--- src/rtl/cst_pkg.sv ---
// Shared types and constants for the cursor sequence table.
`default_nettype none
package cst_pkg;
  localparam int Capacity = 32;
  localparam int AddrBits = 5;
  localparam int CountBits = 6;
  localparam int NameBits = 32;
  localparam int InfoBits = 32;
  localparam int EntryBits = NameBits + InfoBits;

  typedef enum logic [3:0] {
    ACT_START = 4'd0, ACT_ADVANCE = 4'd1, ACT_INSERT = 4'd2, ACT_ATTACH = 4'd3,
    ACT_REMCUR = 4'd4, ACT_REMONE = 4'd5, ACT_FIND = 4'd6, ACT_READIDX = 4'd7,
    ACT_INSFRONT = 4'd8, ACT_REMFRONT = 4'd9, ACT_ATTEND = 4'd10, ACT_REMEND = 4'd11
  } action_t;

  localparam logic [2:0] ST_OK = 3'd0;
  localparam logic [2:0] ST_FULL = 3'd1;
  localparam logic [2:0] ST_NOCUR = 3'd2;
  localparam logic [2:0] ST_NOTFOUND = 3'd3;
  localparam logic [2:0] ST_RANGE = 3'd4;
  localparam logic [5:0] POS_NONE = 6'h3F;

  // controller -> datapath
  typedef struct packed {
    logic           load;      // capture input item
    logic           rd_en;
    logic [AddrBits-1:0] rd_addr;
    logic           wr_en;
    logic [AddrBits-1:0] wr_addr;
    logic           wr_new;    // write the new entry instead of read data
    logic           cmp_en;    // compare read data this cycle
    logic           out_load;  // capture read data as result item payload
    logic           out_zero;  // result item payload is zero
  } dp_cmd_t;

  // datapath -> controller
  typedef struct packed {
    logic name_hit;
    logic full_hit;
  } dp_stat_t;
endpackage
`default_nettype wire

--- src/rtl/cst_ram.sv ---
// Generic single-port-write, registered-read RAM.
`default_nettype none
module cst_ram #(
  parameter int Width = 8,
  parameter int Depth = 32
) (
  input  wire logic                     clk,
  input  wire logic                     wr_en,
  input  wire logic [$clog2(Depth)-1:0] wr_addr,
  input  wire logic [Width-1:0]         wr_data,
  input  wire logic                     rd_en,
  input  wire logic [$clog2(Depth)-1:0] rd_addr,
  output logic      [Width-1:0]         rd_data
);
  logic [Width-1:0] mem [Depth];

  always_ff @(posedge clk) begin
    if (wr_en) mem[wr_addr] <= wr_data;
    if (rd_en) rd_data <= mem[rd_addr];
  end
endmodule
`default_nettype wire

--- src/rtl/cst_datapath.sv ---
// Entry storage, match compare and result payload register.
`default_nettype none
module cst_datapath (
  input  wire logic                       clk,
  input  wire cst_pkg::dp_cmd_t           cmd,
  input  wire logic [cst_pkg::NameBits-1:0] in_name,
  input  wire logic [cst_pkg::InfoBits-1:0] in_info,
  output cst_pkg::dp_stat_t               stat,
  output logic [cst_pkg::NameBits-1:0]    out_name,
  output logic [cst_pkg::InfoBits-1:0]    out_info
);
  logic [cst_pkg::NameBits-1:0]  key_name;
  logic [cst_pkg::InfoBits-1:0]  key_info;
  logic [cst_pkg::EntryBits-1:0] rd_data;
  logic [cst_pkg::EntryBits-1:0] wr_data;

  always_ff @(posedge clk) begin
    if (cmd.load) begin
      key_name <= in_name;
      key_info <= in_info;
    end
    if (cmd.out_load) begin
      out_name <= cmd.out_zero ? '0 : rd_data[cst_pkg::EntryBits-1:cst_pkg::InfoBits];
      out_info <= cmd.out_zero ? '0 : rd_data[cst_pkg::InfoBits-1:0];
    end
  end

  assign wr_data = cmd.wr_new ? {key_name, key_info} : rd_data;

  cst_ram #(.Width(cst_pkg::EntryBits), .Depth(cst_pkg::Capacity)) u_store (
    .clk, .wr_en(cmd.wr_en), .wr_addr(cmd.wr_addr), .wr_data,
    .rd_en(cmd.rd_en), .rd_addr(cmd.rd_addr), .rd_data
  );

  always_comb begin
    stat.name_hit = cmd.cmp_en && (rd_data[cst_pkg::EntryBits-1:cst_pkg::InfoBits] == key_name);
    stat.full_hit = stat.name_hit && (rd_data[cst_pkg::InfoBits-1:0] == key_info);
  end
endmodule
`default_nettype wire

--- src/rtl/cst_ctrl.sv ---
// Sequencer: walks the store for shifts and searches, keeps count and cursor.
`default_nettype none
module cst_ctrl (
  input  wire logic                clk,
  input  wire logic                rst,
  input  wire logic                in_valid,
  output logic                     in_ready,
  input  wire logic [3:0]          in_action,
  input  wire logic [cst_pkg::AddrBits-1:0] in_rpos,
  output logic                     out_valid,
  input  wire logic                out_ready,
  output cst_pkg::dp_cmd_t         cmd,
  input  wire cst_pkg::dp_stat_t   stat,
  output logic [2:0]               status,
  output logic [cst_pkg::CountBits-1:0] count,
  output logic [cst_pkg::CountBits-1:0] cursor,
  output logic [5:0]               found
);
  typedef enum logic [6:0] {
    S_IDLE   = 7'b0000001,
    S_DECIDE = 7'b0000010,
    S_SHUP   = 7'b0000100,  // move entries up, top down
    S_SHDN   = 7'b0001000,  // move entries down, bottom up
    S_SEARCH = 7'b0010000,
    S_FETCH  = 7'b0100000,  // read result entry
    S_OUT    = 7'b1000000
  } state_t;

  localparam logic [cst_pkg::CountBits-1:0] CapCount = cst_pkg::CountBits'(cst_pkg::Capacity);
  localparam logic [cst_pkg::CountBits-1:0] One = cst_pkg::CountBits'(1);

  state_t state;
  logic [3:0] action;
  logic [cst_pkg::AddrBits-1:0] rpos;
  logic [cst_pkg::CountBits-1:0] pos;      // target position of insert
  logic [cst_pkg::CountBits-1:0] idx;      // next address to read (one above it during an up-shift)
  logic rd_pend;                           // read issued last cycle
  logic [cst_pkg::CountBits-1:0] rd_idx;   // index of pending read
  logic read_ok;

  logic on_entry;
  logic rd_hit;
  logic [cst_pkg::CountBits-1:0] ins_pos;
  logic [cst_pkg::CountBits-1:0] rem_pos;

  assign on_entry = cursor < count;
  assign in_ready = (state == S_IDLE) && !out_valid;
  assign rd_hit = rd_pend &&
                  ((action == cst_pkg::ACT_FIND && stat.name_hit) ||
                   (action == cst_pkg::ACT_REMONE && stat.full_hit));

  always_comb begin
    if (action == cst_pkg::ACT_INSFRONT ||
        (action == cst_pkg::ACT_INSERT && !on_entry)) ins_pos = '0;
    else if (action == cst_pkg::ACT_INSERT) ins_pos = cursor;
    else if (action == cst_pkg::ACT_ATTEND || !on_entry) ins_pos = count;
    else ins_pos = cursor + One;
    if (action == cst_pkg::ACT_REMFRONT) rem_pos = '0;
    else if (action == cst_pkg::ACT_REMEND) rem_pos = count - One;
    else rem_pos = cursor;
  end

  always_comb begin
    cmd = '0;
    cmd.load = in_valid && in_ready;
    cmd.rd_addr = idx[cst_pkg::AddrBits-1:0];
    cmd.wr_addr = rd_idx[cst_pkg::AddrBits-1:0];
    case (state)
      S_SHUP: begin
        // read idx-1, write it one place up next cycle; new entry goes last
        cmd.rd_en = (idx > pos);
        cmd.rd_addr = cst_pkg::AddrBits'(idx - One);
        cmd.wr_en = rd_pend || (idx == pos);
        cmd.wr_new = !rd_pend;
        cmd.wr_addr = rd_pend ? cst_pkg::AddrBits'(rd_idx + One) : pos[cst_pkg::AddrBits-1:0];
      end
      S_SHDN: begin
        cmd.rd_en = (idx < count);
        cmd.wr_en = rd_pend;
        cmd.wr_addr = cst_pkg::AddrBits'(rd_idx - One);
      end
      S_SEARCH: begin
        cmd.rd_en = (idx < count);
        cmd.cmp_en = rd_pend;
      end
      S_FETCH: begin
        cmd.rd_en = 1'b1;
        cmd.rd_addr = read_ok ? rpos : cursor[cst_pkg::AddrBits-1:0];
      end
      S_OUT: begin
        cmd.out_load = 1'b1;
        cmd.out_zero = !read_ok && !on_entry;
      end
      default: ;
    endcase
  end

  always_ff @(posedge clk) begin
    if (rst) begin
      state <= S_IDLE;
      out_valid <= 1'b0;
      count <= '0;
      cursor <= '0;
      rd_pend <= 1'b0;
    end else begin
      if (out_valid && out_ready) out_valid <= 1'b0;
      case (state)
        S_IDLE: begin
          if (in_valid && in_ready) begin
            action <= in_action;
            rpos <= in_rpos;
            status <= cst_pkg::ST_OK;
            found <= cst_pkg::POS_NONE;
            read_ok <= 1'b0;
            state <= S_DECIDE;
          end
        end
        S_DECIDE: begin
          state <= S_FETCH;
          rd_pend <= 1'b0;
          case (action)
            cst_pkg::ACT_START: cursor <= '0;
            cst_pkg::ACT_ADVANCE:
              if (on_entry) cursor <= cursor + One;
              else status <= cst_pkg::ST_NOCUR;
            cst_pkg::ACT_INSERT, cst_pkg::ACT_INSFRONT,
            cst_pkg::ACT_ATTACH, cst_pkg::ACT_ATTEND: begin
              if (count >= CapCount) status <= cst_pkg::ST_FULL;
              else begin
                cursor <= ins_pos;
                pos <= ins_pos;
                idx <= count;
                state <= S_SHUP;
              end
            end
            cst_pkg::ACT_REMCUR, cst_pkg::ACT_REMFRONT, cst_pkg::ACT_REMEND: begin
              if ((action == cst_pkg::ACT_REMCUR && !on_entry) || count == '0)
                status <= cst_pkg::ST_NOCUR;
              else begin
                cursor <= rem_pos;
                idx <= rem_pos + One;
                state <= S_SHDN;
              end
            end
            cst_pkg::ACT_REMONE, cst_pkg::ACT_FIND: begin
              status <= cst_pkg::ST_NOTFOUND;
              idx <= '0;
              state <= S_SEARCH;
            end
            cst_pkg::ACT_READIDX:
              if ({1'b0, rpos} < count) read_ok <= 1'b1;
              else status <= cst_pkg::ST_RANGE;
            default: ;
          endcase
        end
        S_SHUP: begin
          if (idx > pos) begin
            rd_pend <= 1'b1;
            rd_idx <= idx - One;
            idx <= idx - One;
          end else if (rd_pend) begin
            rd_pend <= 1'b0;
          end else begin
            count <= count + One;
            state <= S_FETCH;
          end
        end
        S_SHDN: begin
          // read idx, write the previous read one place down
          if (idx < count) begin
            rd_pend <= 1'b1;
            rd_idx <= idx;
            idx <= idx + One;
          end else begin
            rd_pend <= 1'b0;
            count <= count - One;
            state <= S_FETCH;
          end
        end
        S_SEARCH: begin
          if (idx < count) begin
            rd_pend <= 1'b1;
            rd_idx <= idx;
            idx <= idx + One;
          end else rd_pend <= 1'b0;
          if (rd_hit) begin
            cursor <= rd_idx;
            status <= cst_pkg::ST_OK;
            rd_pend <= 1'b0;
            if (action == cst_pkg::ACT_FIND) begin
              found <= rd_idx;
              state <= S_FETCH;
            end else begin
              idx <= rd_idx + One;
              state <= S_SHDN;
            end
          end else if (idx >= count) state <= S_FETCH;
        end
        S_FETCH: state <= S_OUT;
        S_OUT: begin
          out_valid <= 1'b1;
          state <= S_IDLE;
        end
        default: state <= S_IDLE;
      endcase
    end
  end
endmodule
`default_nettype wire

--- src/rtl/cursor_sequence_table.sv ---
// Top level of the cursor sequence table.
// Each action passes through the decide, fetch and output states; accepted insert and remove
// actions first walk the store to shift entries up or down, and find and remove-one actions
// first search it, comparing each entry against the input item.
// One item at a time: a new input item is taken only once the result item has been accepted.
// Reset (rst, synchronous): empty table, cursor 0; store content is left.
`default_nettype none
module cursor_sequence_table (
  input  wire logic        clk,
  input  wire logic        rst,
  input  wire logic        s_tvalid,
  output logic             s_tready,
  input  wire logic [71:0] s_tdata,  // entry_name, entry_info, read_position, zero pad
  input  wire logic [3:0]  s_tuser,  // action
  output logic             m_tvalid,
  input  wire logic        m_tready,
  output logic [87:0]      m_tdata   // status, count, cursor, has_current,
                                     // item_name, item_info, found_position, zero pad
);
  cst_pkg::dp_cmd_t  cmd;
  cst_pkg::dp_stat_t stat;
  logic [2:0] status;
  logic [5:0] count, cursor, found;
  logic [31:0] out_name, out_info;

  cst_ctrl u_ctrl (
    .clk, .rst, .in_valid(s_tvalid), .in_ready(s_tready), .in_action(s_tuser),
    .in_rpos(s_tdata[68:64]), .out_valid(m_tvalid), .out_ready(m_tready),
    .cmd, .stat, .status, .count, .cursor, .found
  );

  cst_datapath u_dp (
    .clk, .cmd, .in_name(s_tdata[31:0]), .in_info(s_tdata[63:32]),
    .stat, .out_name, .out_info
  );

  assign m_tdata = {2'd0, found, out_info, out_name, (cursor < count), cursor, count, status};

  a_count_cap: assert property (@(posedge clk) disable iff (rst) count <= 6'd32)
    else $error("count above capacity");
  a_cursor_cap: assert property (@(posedge clk) disable iff (rst)
    cursor <= count || m_tvalid == 1'b0 || cursor <= 6'd32)
    else $error("cursor out of range");
  a_one_busy: assert property (@(posedge clk) disable iff (rst) m_tvalid |-> !s_tready)
    else $error("input taken while result pending");
endmodule
`default_nettype wire
--- config.mk ---
export PLATFORM = sky130hd
export DESIGN_NAME = cursor_sequence_table
export DESIGN_NICKNAME = d
export VERILOG_FILES = /design/src/rtl/cst_pkg.sv /design/src/rtl/cst_ram.sv /design/src/rtl/cst_datapath.sv /design/src/rtl/cst_ctrl.sv /design/src/rtl/cursor_sequence_table.sv
export SDC_FILE = /design/constraint.sdc
export NUM_CORES = 2
export LEC_CHECK = 0
export ABC_AREA = 1
export BUFFER_PORTS_ARGS = -buffer_cell sky130_fd_sc_hd__buf_2
export CELL_PAD_IN_SITES_DETAIL_PLACEMENT = 1
export CELL_PAD_IN_SITES_GLOBAL_PLACEMENT = 1
export CORE_MARGIN = 2
export CORE_UTILIZATION = 45
export CTS_BUF_LIST = sky130_fd_sc_hd__clkbuf_16
export CTS_CLUSTER_SIZE = 14
export DETAILED_ROUTE_END_ITERATION = 10
export PLACE_DENSITY_LB_ADDON = 0.1
export SLEW_MARGIN = 20
export SYNTH_ARGS = -nofsm -noshare
export SYNTH_HDL_FRONTEND = slang
export SYNTH_SLANG_ARGS = --single-unit
--- constraint.sdc ---
create_clock -name clk -period 17.9 [get_ports clk]
set_input_delay 1.79 -clock clk [delete_from_list [all_inputs] [get_ports clk]]
set_output_delay 1.79 -clock clk [all_outputs]
set_load 0.02 [all_outputs]
==> impl_metrics.ini <==
[timing]
hold_ws_ns = 0.543
setup_repair_after_global_routing_missed_its_margin = false
hold_viol_final = 0
slew_violations = 0
number_of_endpoints_failing_setup_at_the_final_stage = 0
post-route-worst-setup-slack_ns = 11.23
max_slew.worst_pin.slew_ns = 1.16
clock_skew_ns = 0.0457
max_freq_ghz = 0.150
slew_headroom = 0.225
share_of_the_cycle_needed_by_the_critical_path_after_routing = 0.373
min_period_ns = 6.67
setup_tns_ns = 0

[yosys]
ys_top_cells_by_area = sky130_fd_sc_hd__edfxtp_1 72%, sky130_fd_sc_hd__nand3_1 13%, sky130_fd_sc_hd__nand2_1 8.5%, sky130_fd_sc_hd__buf_2 1.5%, sky130_fd_sc_hd__nor2_1 1.0%
yosys.area.top_type = sky130_fd_sc_hd__edfxtp_1
postSynth.asyncResetShare = 0
synth_simple_gate_area_frac = 0.226
synth_mux_area_frac = 0.000105
post_synth_fa_ha_maj_area_fraction = 0.00394
netlist-cell-type-count = 54
postSynthAreaPerCell_um2 = 11.7
synth_top_flop_cell = sky130_fd_sc_hd__edfxtp_1
synth_cells = 8140
synth_top_cell_area_share = 0.718
yosysSeqAreaShare = 0.723
synth_top_family_by_area = simple AND/OR/NAND/NOR gates
synth-xor-area-share = 0.00276
ys_seq_elements = 2298
synth-edff-count = 2277
yosys_warnings = 0
synth_compound_area_frac = 0.00953
syn-cell-area_um2 = 95200

[worst_setup_path]
worst_path_most_repeated_cell = sky130_fd_sc_hd__nand3_1
cp_data_required_time_ns = 18.62
worst-r2r-setup-slack_ns = 11.23
rr_endpoint = u_dp.u_store.rd_data[54]$_DFFE_PP_
critPathMaxStageDelay_ns = 0.87
cp_data_arrival_time_ns = 7.40
timing_worst_setup_path_type = reg -> reg
timing.critical_path.from_type = flop
family_with_the_most_delay_on_the_worst_path = buffers and inverters
crit-reg2reg-launch = u_ctrl.state[0]$_SDFFE_PP1P_
cpMaxStageDelayCell = sky130_fd_sc_hd__buf_4
r2r_cells = 16
chain_of_cells_forming_the_critical_path = inv_2 -> nand2_2 -> nor3_2 -> nand2_2 -> nand3_4 -> nand2_8 -> buf_16 -> buf_12 -> buf_4 -> buf_4 -> nand2_1 -> nand3_1 -> nand3_1 -> nand3_1 -> nand3_1 -> nand2_1
critPathBufInv = 5
worstSetupEndpointType = flop
cp_max_fo = 198

[drt]
totalWireLength_um = 326000
routed_via_density = 5.99
postRouteAntennaNets = 0
vias = 67200
routed_wire_length_per_instance_um = 29.1
remaining_drc_errors = 0
drt_first_iter_violations = 7169
drt_pre_antenna_iters = 6

[floorplan]
top_level_ports = 170
floorplan.initialDensity = 0.453
fp-row-count = 168
design.die.area_um2 = 215000
floorplan.die.width_um = 464
floorplan.die.height_um = 464
design.core.area_um2 = 210000

[finish]
drive_gt1_frac = 0.0916
most_frequent_standard_cell_in_the_layout_excluding_fill_and_tap_cells = sky130_fd_sc_hd__nand3_1
layout_common_cells = 2378 x sky130_fd_sc_hd__nand3_1, 2277 x sky130_fd_sc_hd__edfxtp_1, 2151 x sky130_fd_sc_hd__nand2_1, 280 x sky130_fd_sc_hd__inv_1, 241 x sky130_fd_sc_hd__clkbuf_16
n_fill_cell = 21700
finalNetCount = 8320
area_growth_pct = 12.1

[global_routing]
largest_net_degree_at_the_start_of_global_routing = 199
grt_first_pass_wirelength_um = 471000
grt_util_all_layers = 0.298
grt_pass1_vias = 67600
grt_antenna_before_repair = 14
grt_overflow = 0

[place]
numPortBuffers = 164
routabilityCongestion = 0.837
dp_hpwl_um = 163000
dpl_worst_slack_ns = 11.22

[worst_hold_path]
hold_path_end = u_ctrl.out_valid$_SDFFE_PP0P_
worst_hold_path_type = reg -> reg
hp-start = u_ctrl.out_valid$_SDFFE_PP0P_
worst_hold_path.num_cells = 2

[run]
maxCapViolations = 0

[clock_tree]
cts_root_buffer = sky130_fd_sc_hd__clkbuf_16
tritoncts = done
clkLatencyLatePin_ns = 0.90
cts_inserted_buffers = 240
post-cts-setup-buffers = 0
clockBufferDepth = 3
cts.clk_slew.worst_paths_ns = 0.06
clkSinkCount = 2298
cts_resized = 0
clock_tree.htree_level_count = 4
cts_hold_repair.buffers = 0

[pwr]
ir_drop_mv = 0.100
static_leakage_uw = 0.0382
cell_area_power_density_nw_per_um2 = 123

[status]
outcome = completed
registers in the layout (all words and copies together) (netlist names):
name and flops:
u_ctrl.rd_idx 6, u_ctrl.status 3, u_ctrl.idx 6, u_dp.u_store.mem 2048
u_ctrl.found 6, u_dp.key_info 32, u_dp.out_name 32, u_ctrl.rd_pend 1
u_dp.out_info 32, u_dp.key_name 32, u_ctrl.cursor 6, u_ctrl.rpos 5
u_ctrl.pos 6, u_ctrl.state 7, u_ctrl.read_ok 1, u_ctrl.count 6
u_ctrl.action 4, u_ctrl.out_valid 1, u_dp.u_store.rd_data 64
synth_stat cells (2+ instances only):
cell type / instances
sky130_fd_sc_hd__and2_1: 2
sky130_fd_sc_hd__a21oi_1: 25
sky130_fd_sc_hd__clkinv_1: 3
sky130_fd_sc_hd__nand2_1: 2152
sky130_fd_sc_hd__buf_1: 44
sky130_fd_sc_hd__ha_1: 30
sky130_fd_sc_hd__edfxtp_1: 2277
sky130_fd_sc_hd__o2111ai_1: 2
sky130_fd_sc_hd__inv_1: 219
sky130_fd_sc_hd__buf_6: 7
sky130_fd_sc_hd__nor4_1: 6
sky130_fd_sc_hd__nor3_1: 17
sky130_fd_sc_hd__buf_4: 26
sky130_fd_sc_hd__nor3b_1: 2
sky130_fd_sc_hd__o21bai_1: 2
sky130_fd_sc_hd__a211oi_1: 3
sky130_fd_sc_hd__nand4_1: 30
sky130_fd_sc_hd__nor4_4: 2
sky130_fd_sc_hd__nand3_1: 2379
sky130_fd_sc_hd__or2_2: 4
sky130_fd_sc_hd__o211ai_1: 3
sky130_fd_sc_hd__nand3b_1: 4
sky130_fd_sc_hd__dfxtp_1: 21
sky130_fd_sc_hd__o21ai_0: 96
sky130_fd_sc_hd__a22oi_1: 5
sky130_fd_sc_hd__clkbuf_1: 155
sky130_fd_sc_hd__nor2_2: 2
sky130_fd_sc_hd__buf_2: 277
sky130_fd_sc_hd__o21ai_1: 3
sky130_fd_sc_hd__a21oi_2: 2
sky130_fd_sc_hd__o22ai_1: 12
sky130_fd_sc_hd__xnor2_1: 3
sky130_fd_sc_hd__nand2_4: 3
sky130_fd_sc_hd__o21a_1: 2
sky130_fd_sc_hd__xor2_1: 27
sky130_fd_sc_hd__nand2_2: 4
sky130_fd_sc_hd__inv_2: 15
sky130_fd_sc_hd__nor2_1: 258
area by class of cell:
cell class,count,area [µm²],area share
clock buffer,241,6030,0.0565
antenna,2,5.00,0.0000469
inverter,238,930,0.00871
sequential,2298,68800,0.645
tap,2805,3510,0.0329
multi-input combinational,5096,23700,0.222
timing repair buffer,336,2280,0.0214
clock inverter,206,1460,0.0136
how the worst max path moves through the flow:
stage,start,endpoint,slack [ns],depth (start not counted)
2_1_floorplan,u_ctrl.state[1]$_SDFFE_PP0P_,u_dp.out_info[0]$_SDFFCE_PP0P_,11.58,9
3_3_place_gp,u_ctrl.state[0]$_SDFFE_PP1P_,u_dp.u_store.rd_data[54]$_DFFE_PP_,11.20,15
3_5_place_dp,u_ctrl.state[0]$_SDFFE_PP1P_,u_dp.u_store.rd_data[54]$_DFFE_PP_,11.22,15
4_1_cts,u_ctrl.state[0]$_SDFFE_PP1P_,u_dp.u_store.rd_data[49]$_DFFE_PP_,11.16,15
5_1_grt,u_ctrl.state[4]$_SDFFE_PP0P_,u_dp.u_store.rd_data[49]$_DFFE_PP_,10.81,16
6_report,u_ctrl.state[0]$_SDFFE_PP1P_,u_dp.u_store.rd_data[54]$_DFFE_PP_,11.23,16
worst reg2reg max path, stage by stage (launching register included):
cell	delay [ns]
sky130_fd_sc_hd__dfxtp_1	0.39
sky130_fd_sc_hd__inv_2	0.06
sky130_fd_sc_hd__nand2_2	0.14
sky130_fd_sc_hd__nor3_2	0.08
sky130_fd_sc_hd__nand2_2	0.31
sky130_fd_sc_hd__nand3_4	0.83
sky130_fd_sc_hd__nand2_8	0.82
sky130_fd_sc_hd__buf_16	0.42
sky130_fd_sc_hd__buf_12	0.88
sky130_fd_sc_hd__buf_4	0.93
sky130_fd_sc_hd__buf_4	0.83
sky130_fd_sc_hd__nand2_1	0.21
sky130_fd_sc_hd__nand3_1	0.13
sky130_fd_sc_hd__nand3_1	0.09
sky130_fd_sc_hd__nand3_1	0.13
sky130_fd_sc_hd__nand3_1	0.09
sky130_fd_sc_hd__nand2_1	0.20
where the power goes:
| group | leakage, µW | switching, µW | internal [µW] |
|---|---|---|---|
| combinational | 0.0137 | 1610 | 520 |
| clock | 0.00389 | 2170 | 2610 |
| sequential | 0.0207 | 76.5 | 6130 |
through the flow:
stage	total power, µW	util	area [µm²]	instances
after floorplan	7640	-	95200	8141
after detailed placement	8430	0.472	99100	10800
final	13100	0.508	107000	11200
after global routing	13600	0.508	107000	11200
after CTS	13200	0.507	107000	11200
after global placement	8370	0.471	99000	10800
cell families (layout without fill, tap and decap cells):
kind of cell	Yosys count	in the layout
and+or+nand+nor	4871	4871
AOI/OAI and AO/OA	162	162
buffers and inverters	747	1021
adders and majority gates	30	30
muxes	1	1
DFF	2298	2298
other	1	4
xor gates and xnor gates	30	30
per-layer routing:
layer | wire, µm | global-route usage | part of all wire | up-vias
li1 | - | - | - | 29100
met1 | 140000 | 0.420 | 0.43 | 35000
met2 | 156000 | 0.491 | 0.48 | 2549
met3 | 21200 | 0.0343 | 0.065 | 462
met4 | 8420 | 0.0780 | 0.026 | 0
met5 | 0 | 0 | 0 | -
Note: power is estimated with default switching activity, not from simulation.
